### config.mk
export PLATFORM = sky130hd
export DESIGN_NAME = glyph_blit_with_format_convert_core
export DESIGN_NICKNAME = d
export VERILOG_FILES = /design/src/hw/rtl/gbwfc_pkg.sv /design/src/hw/rtl/gbwfc_front.sv /design/src/hw/rtl/gbwfc_fifo.sv /design/src/hw/rtl/gbwfc_back.sv /design/src/hw/rtl/glyph_blit_with_format_convert_core.sv
export SDC_FILE = /design/constraint.sdc
export NUM_CORES = 2
export LEC_CHECK = 0
export BUFFER_PORTS_ARGS = -buffer_cell sky130_fd_sc_hd__buf_2
export CAP_MARGIN = 20
export CORE_ASPECT_RATIO = 0.75
export CORE_MARGIN = 4
export CORE_UTILIZATION = 45
export CTS_CLUSTER_SIZE = 16
export DETAILED_ROUTE_END_ITERATION = 6
export GPL_TIMING_DRIVEN = 1
export SYNTH_ARGS = -nofsm -noshare
export SYNTH_HDL_FRONTEND = slang
export SYNTH_HIERARCHICAL = 1
export SYNTH_SLANG_ARGS = --single-unit
### constraint.sdc
create_clock -name clk -period 8.41 [get_ports clk]
set_clock_uncertainty 0.1 [all_clocks]
set_input_delay 0 -clock clk [delete_from_list [all_inputs] [get_ports clk]]
set_output_delay 0 -clock clk [all_outputs]
set_load 0.01 [all_outputs]
### src/hw/rtl/gbwfc_pkg.sv
package gbwfc_pkg;

  // Fixed field widths
  localparam int PW_W    = 13;
  localparam int POS_W   = 12;
  localparam int DIM_W   = 13;
  localparam int COORD_W = 15;
  localparam int ADDR_W  = 26;
  localparam int DATA_W  = 32;
  localparam int WSUM_W  = 24;
  localparam int LUM_W   = 32;
  localparam int CFG_IDX_W  = 3;
  localparam int CFG_DATA_W = 13;

  // Command queue depth
  localparam int QUEUE_DEPTH = 4;
  localparam int QPTR_W      = $clog2(QUEUE_DEPTH);
  localparam int QCNT_W      = $clog2(QUEUE_DEPTH + 1);

  // Q16 luminance weights
  localparam logic [15:0] LUMA_WR = 16'd19595;
  localparam logic [15:0] LUMA_WG = 16'd38470;
  localparam logic [15:0] LUMA_WB = 16'd7471;

  // Input action codes
  localparam logic ACT_FILL = 1'b0;
  localparam logic ACT_COPY = 1'b1;

  // Format modes: bit0 source is RGBA, bit1 atlas is RGBA
  localparam logic [1:0] FMT_GRAY_GRAY = 2'd0;
  localparam logic [1:0] FMT_RGBA_GRAY = 2'd1;
  localparam logic [1:0] FMT_GRAY_RGBA = 2'd2;
  localparam logic [1:0] FMT_RGBA_RGBA = 2'd3;

  // Configuration register indexes
  typedef enum logic [CFG_IDX_W-1:0] {
    REG_PAGE_WIDTH  = 3'd0,
    REG_DEST_X      = 3'd1,
    REG_DEST_Y      = 3'd2,
    REG_DEST_W      = 3'd3,
    REG_DEST_H      = 3'd4,
    REG_SRC_W       = 3'd5,
    REG_SRC_H       = 3'd6,
    REG_FORMAT_MODE = 3'd7
  } reg_idx_t;

  typedef struct packed {
    logic [PW_W-1:0]  page_width;
    logic [POS_W-1:0] dest_x;
    logic [POS_W-1:0] dest_y;
    logic [DIM_W-1:0] dest_w;
    logic [DIM_W-1:0] dest_h;
    logic [DIM_W-1:0] src_w;
    logic [DIM_W-1:0] src_h;
    logic [1:0]       format_mode;
  } cfg_t;

  // One classified write, front to back
  typedef struct packed {
    logic               op;
    logic               last;
    logic [COORD_W-1:0] x;
    logic [COORD_W-1:0] y;
    logic [7:0]         red;
    logic [7:0]         green;
    logic [7:0]         blue;
    logic [7:0]         alpha;
  } cmd_t;

endpackage

### src/hw/rtl/gbwfc_front.sv
module gbwfc_front
  import gbwfc_pkg::*;
#(
  parameter int MAX_PAGE_DIM = 4096
) (
  input  logic       clk,
  input  logic       rst_n,
  input  cfg_t       cfg,
  input  logic       in_valid,
  input  logic       in_action,
  input  logic [7:0] in_red,
  input  logic [7:0] in_green,
  input  logic [7:0] in_blue,
  input  logic [7:0] in_alpha,
  input  logic       q_full,
  output logic       in_stall,
  output logic       push,
  output cmd_t       cmd
);

  localparam int CLAMP_DIM = (MAX_PAGE_DIM > 8191) ? 8191 : MAX_PAGE_DIM;
  localparam int CUR_W     = $clog2(CLAMP_DIM);
  localparam int CNT_W     = CUR_W + 1;

  function automatic logic [DIM_W-1:0] clampdim(input logic [DIM_W-1:0] v);
    clampdim = (v > DIM_W'(CLAMP_DIM)) ? DIM_W'(CLAMP_DIM) : v;
  endfunction

  logic [CUR_W-1:0] fcol_r, frow_r, ccol_r, crow_r;
  logic [CUR_W-1:0] fcol_nxt, frow_nxt, ccol_nxt, crow_nxt;
  logic [DIM_W-1:0] dw, dh, sw, sh, ox, oy;
  logic [DIM_W-1:0] cur_w, cur_h;
  logic [CUR_W-1:0] cur_col, cur_row, new_col, new_row;
  logic [CNT_W-1:0] col_inc, row_inc;
  logic             is_copy, drop, accept, row_end, pass_end;

  assign dw = clampdim(cfg.dest_w);
  assign dh = clampdim(cfg.dest_h);
  assign sw = clampdim(cfg.src_w);
  assign sh = clampdim(cfg.src_h);

  // Centering offsets, zero when the cell is smaller than the glyph
  assign ox = (dw >= sw) ? ((dw - sw) >> 1) : '0;
  assign oy = (dh >= sh) ? ((dh - sh) >> 1) : '0;

  assign is_copy  = (in_action == ACT_COPY);
  assign in_stall = q_full;
  assign accept   = in_valid && !q_full;
  assign drop     = (sw == '0) || (sh == '0) ||
                    (!is_copy && ((dw == '0) || (dh == '0)));
  assign push     = accept && !drop;

  // Select the cursor that this transaction walks
  assign cur_col = is_copy ? ccol_r : fcol_r;
  assign cur_row = is_copy ? crow_r : frow_r;
  assign cur_w   = is_copy ? sw : dw;
  assign cur_h   = is_copy ? sh : dh;

  assign col_inc  = CNT_W'(cur_col) + CNT_W'(1);
  assign row_inc  = CNT_W'(cur_row) + CNT_W'(1);
  assign row_end  = col_inc >= CNT_W'(cur_w);
  assign pass_end = row_end && (row_inc >= CNT_W'(cur_h));

  // Advance row-major, wrap to the origin after the last pixel
  always_comb begin
    new_col = row_end ? '0 : col_inc[CUR_W-1:0];
    new_row = cur_row;
    if (row_end) begin
      new_row = pass_end ? '0 : row_inc[CUR_W-1:0];
    end
    fcol_nxt = fcol_r;
    frow_nxt = frow_r;
    ccol_nxt = ccol_r;
    crow_nxt = crow_r;
    if (push) begin
      if (is_copy) begin
        ccol_nxt = new_col;
        crow_nxt = new_row;
      end else begin
        fcol_nxt = new_col;
        frow_nxt = new_row;
      end
    end
  end

  // Build the command
  always_comb begin
    cmd.op    = in_action;
    cmd.last  = pass_end;
    cmd.red   = in_red;
    cmd.green = in_green;
    cmd.blue  = in_blue;
    cmd.alpha = in_alpha;
    if (is_copy) begin
      cmd.x = COORD_W'(cfg.dest_x) + COORD_W'(ox) + COORD_W'(cur_col);
      cmd.y = COORD_W'(cfg.dest_y) + COORD_W'(oy) + COORD_W'(cur_row);
    end else begin
      cmd.x = COORD_W'(cfg.dest_x) + COORD_W'(cur_col);
      cmd.y = COORD_W'(cfg.dest_y) + COORD_W'(cur_row);
    end
  end

  always_ff @(posedge clk) begin
    if (!rst_n) begin
      fcol_r <= '0;
      frow_r <= '0;
      ccol_r <= '0;
      crow_r <= '0;
    end else begin
      fcol_r <= fcol_nxt;
      frow_r <= frow_nxt;
      ccol_r <= ccol_nxt;
      crow_r <= crow_nxt;
    end
  end

endmodule

### src/hw/rtl/gbwfc_fifo.sv
module gbwfc_fifo
  import gbwfc_pkg::*;
(
  input  logic clk,
  input  logic rst_n,
  input  logic push,
  input  cmd_t push_cmd,
  input  logic pop,
  output logic full,
  output logic not_empty,
  output cmd_t pop_cmd
);

  cmd_t              slot_r [QUEUE_DEPTH];
  logic [QPTR_W-1:0] wr_ptr_r, rd_ptr_r;
  logic [QCNT_W-1:0] count_r;
  logic              do_push, do_pop;

  assign full      = (count_r == QCNT_W'(QUEUE_DEPTH));
  assign not_empty = (count_r != '0);
  assign pop_cmd   = slot_r[rd_ptr_r];
  assign do_push   = push && !full;
  assign do_pop    = pop && not_empty;

  // Store incoming commands
  always_ff @(posedge clk) begin
    if (do_push) begin
      slot_r[wr_ptr_r] <= push_cmd;
    end
  end

  // Move pointers and occupancy
  always_ff @(posedge clk) begin
    if (!rst_n) begin
      wr_ptr_r <= '0;
      rd_ptr_r <= '0;
      count_r  <= '0;
    end else begin
      if (do_push) begin
        wr_ptr_r <= wr_ptr_r + QPTR_W'(1);
      end
      if (do_pop) begin
        rd_ptr_r <= rd_ptr_r + QPTR_W'(1);
      end
      if (do_push && !do_pop) begin
        count_r <= count_r + QCNT_W'(1);
      end else if (do_pop && !do_push) begin
        count_r <= count_r - QCNT_W'(1);
      end
    end
  end

  a_count_bound: assert property (@(posedge clk) disable iff (!rst_n)
    count_r <= QCNT_W'(QUEUE_DEPTH))
    else $error("queue occupancy beyond depth");

  a_no_push_full: assert property (@(posedge clk) disable iff (!rst_n)
    full |-> !push)
    else $error("push into full queue");

endmodule

### src/hw/rtl/gbwfc_back.sv
module gbwfc_back
  import gbwfc_pkg::*;
(
  input  logic              clk,
  input  logic              rst_n,
  input  logic [PW_W-1:0]   page_width,
  input  logic [1:0]        format_mode,
  input  logic              q_not_empty,
  input  cmd_t              q_cmd,
  output logic              q_pop,
  output logic              out_valid,
  input  logic              out_stall,
  output logic [ADDR_W-1:0] out_write_address,
  output logic [DATA_W-1:0] out_write_data,
  output logic              out_write_wide,
  output logic              out_last
);

  typedef struct packed {
    logic               op;
    logic               last;
    logic [COORD_W-1:0] x;
    logic [ADDR_W-1:0]  row_base;
    logic [WSUM_W-1:0]  wsum;
    logic [7:0]         red;
    logic [7:0]         green;
    logic [7:0]         blue;
    logic [7:0]         alpha;
  } s1_t;

  typedef struct packed {
    logic               op;
    logic               last;
    logic [ADDR_W-1:0]  pix;
    logic [LUM_W-1:0]   lum;
    logic [7:0]         red;
    logic [7:0]         green;
    logic [7:0]         blue;
    logic [7:0]         alpha;
  } s2_t;

  localparam int PROD_W = COORD_W + PW_W;

  s1_t               s1_r, s1_nxt;
  s2_t               s2_r, s2_nxt;
  logic              s1_v_r, s2_v_r, out_valid_r;
  logic              advance, atlas4;
  logic [PROD_W-1:0] prod_full;
  logic [15:0]       lum_hi;
  logic [15:0]       div_sum;
  logic [7:0]        luma;
  logic [ADDR_W-1:0] addr_nxt;
  logic [DATA_W-1:0] data_nxt;
  logic [ADDR_W-1:0] out_addr_r;
  logic [DATA_W-1:0] out_data_r;
  logic              out_wide_r, out_last_r;

  assign atlas4  = format_mode[1];
  assign advance = !out_valid_r || !out_stall;
  assign q_pop   = advance && q_not_empty;

  // Stage 1: row base and weighted channel sum
  assign prod_full = PROD_W'(q_cmd.y) * PROD_W'(page_width);
  always_comb begin
    s1_nxt.op       = q_cmd.op;
    s1_nxt.last     = q_cmd.last;
    s1_nxt.x        = q_cmd.x;
    s1_nxt.row_base = prod_full[ADDR_W-1:0];
    s1_nxt.wsum     = WSUM_W'(LUMA_WR) * WSUM_W'(q_cmd.red) +
                      WSUM_W'(LUMA_WG) * WSUM_W'(q_cmd.green) +
                      WSUM_W'(LUMA_WB) * WSUM_W'(q_cmd.blue);
    s1_nxt.red      = q_cmd.red;
    s1_nxt.green    = q_cmd.green;
    s1_nxt.blue     = q_cmd.blue;
    s1_nxt.alpha    = q_cmd.alpha;
  end

  // Stage 2: pixel index and alpha premultiply
  always_comb begin
    s2_nxt.op    = s1_r.op;
    s2_nxt.last  = s1_r.last;
    s2_nxt.pix   = s1_r.row_base + ADDR_W'(s1_r.x);
    s2_nxt.lum   = LUM_W'(s1_r.wsum) * LUM_W'(s1_r.alpha);
    s2_nxt.red   = s1_r.red;
    s2_nxt.green = s1_r.green;
    s2_nxt.blue  = s1_r.blue;
    s2_nxt.alpha = s1_r.alpha;
  end

  // Stage 3: divide by 255 (exact below 65280) and pack bytes
  assign lum_hi  = s2_r.lum[LUM_W-1:16];
  assign div_sum = lum_hi + (lum_hi >> 8) + 16'd1;
  assign luma    = div_sum[15:8];
  assign addr_nxt = atlas4 ? {s2_r.pix[ADDR_W-3:0], 2'b00} : s2_r.pix;

  always_comb begin
    if (s2_r.op == ACT_FILL) begin
      data_nxt = atlas4 ? 32'hFFFF_FFFF : 32'h0000_00FF;
    end else begin
      case (format_mode)
        FMT_RGBA_RGBA: data_nxt = {s2_r.alpha, s2_r.blue, s2_r.green, s2_r.red};
        FMT_GRAY_RGBA: data_nxt = {4{s2_r.red}};
        FMT_RGBA_GRAY: data_nxt = {24'd0, luma};
        FMT_GRAY_GRAY: data_nxt = {24'd0, s2_r.red};
        default:       data_nxt = {24'd0, s2_r.red};
      endcase
    end
  end

  // Hold all stages while the output transaction is stalled
  always_ff @(posedge clk) begin
    if (advance) begin
      s1_r       <= s1_nxt;
      s2_r       <= s2_nxt;
      out_addr_r <= addr_nxt;
      out_data_r <= data_nxt;
      out_wide_r <= atlas4;
      out_last_r <= s2_r.last;
    end
  end

  always_ff @(posedge clk) begin
    if (!rst_n) begin
      s1_v_r      <= 1'b0;
      s2_v_r      <= 1'b0;
      out_valid_r <= 1'b0;
    end else if (advance) begin
      s1_v_r      <= q_not_empty;
      s2_v_r      <= s1_v_r;
      out_valid_r <= s2_v_r;
    end
  end

  assign out_valid         = out_valid_r;
  assign out_write_address = out_addr_r;
  assign out_write_data    = out_data_r;
  assign out_write_wide    = out_wide_r;
  assign out_last          = out_last_r;

  a_out_from_s2: assert property (@(posedge clk) disable iff (!rst_n)
    $rose(out_valid_r) |-> $past(s2_v_r))
    else $error("output valid without stage 2 data");

  a_stall_freezes: assert property (@(posedge clk) disable iff (!rst_n)
    (out_valid_r && out_stall) |=> ($stable(s1_v_r) && $stable(s2_v_r)))
    else $error("pipeline moved under output stall");

endmodule

### src/hw/rtl/glyph_blit_with_format_convert_core.sv
// Glyph blit engine: each accepted transaction is either a fill tick that
// writes 255 to the next pixel of the destination cell, or one glyph pixel
// written centered in the cell, converted per format_mode. At most one
// memory write results per transaction; transactions that write nothing
// (zero glyph size, or a fill into an empty cell) are accepted and dropped.
// A front stage classifies the transaction and walks the fill and copy
// cursors, a four-entry command queue decouples it from a three-stage back
// pipeline (row multiply and channel weighting, alpha premultiply and pixel
// index, divide-by-255 and byte packing). Sustained rate is one transaction
// per cycle unless a stall holds it; out_valid rises after the queue and the
// stage 1, stage 2 and output registers. The user must write configuration
// registers only while the engine is idle; the block does not enforce this.
module glyph_blit_with_format_convert_core
  import gbwfc_pkg::*;
#(
  parameter int MAX_PAGE_DIM = 4096
) (
  input  logic                  clk,
  input  logic                  rst_n,
  input  logic                  cfg_wr_en,
  input  logic [CFG_IDX_W-1:0]  cfg_index,
  input  logic [CFG_DATA_W-1:0] cfg_data,
  input  logic                  in_valid,
  output logic                  in_stall,
  input  logic                  in_action,
  input  logic [7:0]            in_red,
  input  logic [7:0]            in_green,
  input  logic [7:0]            in_blue,
  input  logic [7:0]            in_alpha,
  output logic                  out_valid,
  input  logic                  out_stall,
  output logic [ADDR_W-1:0]     out_write_address,
  output logic [DATA_W-1:0]     out_write_data,
  output logic                  out_write_wide,
  output logic                  out_last
);

  cfg_t cfg_r;
  logic push, q_full, q_not_empty, q_pop;
  cmd_t push_cmd, pop_cmd;

  // Register writes
  always_ff @(posedge clk) begin
    if (!rst_n) begin
      cfg_r.page_width  <= PW_W'(4096);
      cfg_r.dest_x      <= '0;
      cfg_r.dest_y      <= '0;
      cfg_r.dest_w      <= '0;
      cfg_r.dest_h      <= '0;
      cfg_r.src_w       <= '0;
      cfg_r.src_h       <= '0;
      cfg_r.format_mode <= '0;
    end else if (cfg_wr_en) begin
      case (reg_idx_t'(cfg_index))
        REG_PAGE_WIDTH:  cfg_r.page_width  <= cfg_data[PW_W-1:0];
        REG_DEST_X:      cfg_r.dest_x      <= cfg_data[POS_W-1:0];
        REG_DEST_Y:      cfg_r.dest_y      <= cfg_data[POS_W-1:0];
        REG_DEST_W:      cfg_r.dest_w      <= cfg_data[DIM_W-1:0];
        REG_DEST_H:      cfg_r.dest_h      <= cfg_data[DIM_W-1:0];
        REG_SRC_W:       cfg_r.src_w       <= cfg_data[DIM_W-1:0];
        REG_SRC_H:       cfg_r.src_h       <= cfg_data[DIM_W-1:0];
        REG_FORMAT_MODE: cfg_r.format_mode <= cfg_data[1:0];
        default:         cfg_r.format_mode <= cfg_r.format_mode;
      endcase
    end
  end

  gbwfc_front #(
    .MAX_PAGE_DIM(MAX_PAGE_DIM)
  ) u_front (
    .clk      (clk),
    .rst_n    (rst_n),
    .cfg      (cfg_r),
    .in_valid (in_valid),
    .in_action(in_action),
    .in_red   (in_red),
    .in_green (in_green),
    .in_blue  (in_blue),
    .in_alpha (in_alpha),
    .q_full   (q_full),
    .in_stall (in_stall),
    .push     (push),
    .cmd      (push_cmd)
  );

  gbwfc_fifo u_fifo (
    .clk      (clk),
    .rst_n    (rst_n),
    .push     (push),
    .push_cmd (push_cmd),
    .pop      (q_pop),
    .full     (q_full),
    .not_empty(q_not_empty),
    .pop_cmd  (pop_cmd)
  );

  gbwfc_back u_back (
    .clk              (clk),
    .rst_n            (rst_n),
    .page_width       (cfg_r.page_width),
    .format_mode      (cfg_r.format_mode),
    .q_not_empty      (q_not_empty),
    .q_cmd            (pop_cmd),
    .q_pop            (q_pop),
    .out_valid        (out_valid),
    .out_stall        (out_stall),
    .out_write_address(out_write_address),
    .out_write_data   (out_write_data),
    .out_write_wide   (out_write_wide),
    .out_last         (out_last)
  );

endmodule

==> run metrics <==
crit share post-route 95.68%; Yosys reg bits 642; CP arrival 8.36 ns; Post-Syn Instances 4292; antenna-violating nets left 0; Clock Path Buffers 3; Setup violations, final 0; All-Layer GR Usage 20.63%; Slowest cell on crit path mux4_2; synth cell count leaders inv_1 (576), edfxtp_1 (491), nand2_1 (487), fa_1 (424), ha_1 (395); share of post-route cells with drive strength above 1 9.207%; top cells by area, synth edfxtp_1 (31%), fa_1 (18%), ha_1 (10%), dfxtp_1 (6.3%), inv_1 (4.5%); Final Routed Wirelength 115.1 mm; Final Hold Viols 0; CP peak stage delay 0.59 ns; worst-skew pair later-pin latency 0.67 ns; clk sinks 642; I/O Pins 116; minimum clock period 8.047 ns; R2R Setup Slk 0.36 ns; clock power share 16.9%; total number of vias 31263; Slew @ Worst Pin 1.213 ns; die height 291.6 µm; number of global-route vias before repair 31036; top cell type's share of synthesized area 30.56%; CTS root buffer clkbuf_16; DR iter-0 viols 2004; Cell Count, Final, Fillers Out 5882; synthesized area 48250 µm²; area grow syn2layout 9.717%; wire per inst 19.57 µm; Avg Cell Area, Syn 11.24 µm²; fillers 9486; Die ar. 112600 µm²; worst-path fanout max 6; Int Power 10.40 mW; Die Wd 386.1 µm; Yosys top cell by area edfxtp_1; first-pass GRT wire length 180.9 mm; Hold WS 0.04777 ns; Pwr Total 18.25 mW; share of power burned in combinational logic 58.6%; Placeable Area 105800 µm²; CTS Buf Count 70; Starting Density 45.60%; largest net degree at the start of global routing 88; Std-Cell Rows 103; ys flop type edfxtp_1; CP dominant cell by count fa_1; H-Tree Depth 3; status finished clean; maximum vdd drop 0.7845 mV; CTS tree done; Post-synth ARST share 0%; remaining global-route overflow 0; NumNets Final 5286; vias per std cell 5.315; Sw Pwr 7.848 mW; register area share after synthesis 36.82%; Power Density 344.7 nW/µm²; Final Max Tran Viols 0; Max Cap Viol 0; Crit Path Category flip-flop to flip-flop; DPL Wire Length 86.74 mm; RSZ-0062 raised after global routing no; most numerous cell in the Yosys netlist inv_1; Yosys cell types 106; PortBufs 115; initial antenna violation count 5; Leakage 23.57 nW; number of synthesized flops with an enable pin 491; number of placed instances, taps included 5683; Pre-Repair DR Iteration Count 6; RD Place Congestion 0.8831; Clock transition at path regs 0.06 ns; Layout Utilization 50.03%; sequential power share 24.5%; f_max 124.3 MHz; Switching Fraction 43.01%; number of remaining DRC errors 0; relative slew slack 18.26%; Setup TNS Final 0 ns; startpoint types flip-flop; Critical Path RT 8.72 ns; HP Class input pin to flip-flop; synth warn 6; endpoint class of the critical path flip-flop
==> per-stage QoR <==
stage | setup WS (ns) | cell area (µm²)
after floorplan | 0.6427 | 48250
after global placement | 0.1642 | 49870
after detailed placement | 0.1250 | 49870
after CTS | 0.09543 | 52850
after global routing | 0.02688 | 52940
final | 0.3633 | 52940
==> sequential cells by signal, summed over array words and instances, names as in the netlist, 16 cells and up, named ones only <==
name                      flops
u_back/s2_r                  60
cfg_r                        91
u_back/lum_hi                16
u_back/s1_r                  99
u_back/out_write_address     26
u_back/out_write_data        32
u_fifo/slot_r               256
==> cells in the final DEF (no fill, tap or decap), drive strengths merged, types with 10 or more instances in the layout <==
cell type    count
nand3           48
nor3            34
nand4           22
clkinv          32
mux4            64
ha             395
mux2i          138
dlygate4sd3     66
nor4            11
o21bai          18
nand2b          24
or2             16
xnor2          133
o21ai          119
fa             424
a21oi          173
buf            154
o21a            24
edfxtp         491
xor2            54
o22ai           10
mux2            30
and2           181
or3             13
inv            580
and3            19
nor2           130
clkbuf          82
o31ai           10
nor2b           59
o211ai          10
a31oi           28
nand2          487
a21o            50
dfxtp          151
a211oi          14
a21boi          47
==> power groups by stage <==
stage / clock [mW] / combinational [mW] / sequential (mW)
6_report: 3.09 / 10.7 / 4.47
3_3_place_gp: 0 / 10.4 / 4.54
4_1_cts: 3.19 / 10.7 / 4.47
2_1_floorplan: 0 / 8.00 / 4.42
3_5_place_dp: 0 / 10.5 / 4.54
5_1_grt: 3.33 / 12.1 / 4.51
==> what timing repair did <==
action	CTS	global route
buffers inserted	0	6
resized for setup	0	2
setup endpoints to repair	0	1
endpoints found under the hold margin	250	0
hold buffers	66	0
==> routing by layer <==
| layer | part of all wire (%) | global-route usage, % | vias up |
|---|---|---|---|
| li1 | - | - | 14775 |
| met1 | 49 | 31.96 | 15568 |
| met3 | 6.5 | 4.591 | 102 |
| met4 | 1.7 | 4.164 | 2 |
| met2 | 42 | 29.69 | 816 |
| met5 | 0.011 | 0 | - |
==> cells by family (layout without fill, tap and decap cells) <==
| family | count (synthesis) | after routing | share of synthesized area (%) |
|---|---|---|---|
| and+or+nand+nor | 1085 | 1085 | 10.97 |
| adders and majority gates | 820 | 820 | 27.86 |
| buffers and inverters | 751 | 922 | 6.566 |
| DFF | 642 | 642 | 36.82 |
| AOI/OAI and AO/OA | 574 | 574 | 7.777 |
| muxes | 232 | 232 | 6.584 |
| xor gates and xnor gates | 187 | 187 | 3.410 |
| other | 1 | 3 | 0.007772 |
==> layout make-up <==
class	count	area [µm²]	area share, %
Antenna cell	1	2.502	0.004727
Clock buffer	82	1817	3.432
Clock inverter	41	505.5	0.9549
Inverter	579	2173	4.105
Multi-Input combinational cell	2900	27340	51.65
Sequential cell	642	17780	33.58
Tap cell	1417	1773	3.349
Timing Repair Buffer	220	1550	2.928
==> worst paths after layout <==
path,from,end,depth (start not counted)
worst max-delay path,flip-flop,u_back/s1_r[55],29
worst min-delay path,in_green[3],u_fifo/slot_r[3][19],2
worst max register to register,flip-flop,u_back/s1_r[55],29
worst min register to register,u_back/s1_r[26],u_back/s2_r[26],0
==> worst max-delay path, delay by kind of cell, from the launching register on <==
kind | cells | cell delay [ns]
mux | 2 | 0.73
flops | 1 | 0.40
simple gates | 5 | 0.72
compound gates | 7 | 1.21
buf+inv | 4 | 0.24
xor+xnor | 2 | 0.31
fa+ha+maj | 9 | 4.10
Note: power is estimated with default switching activity, not from simulation.
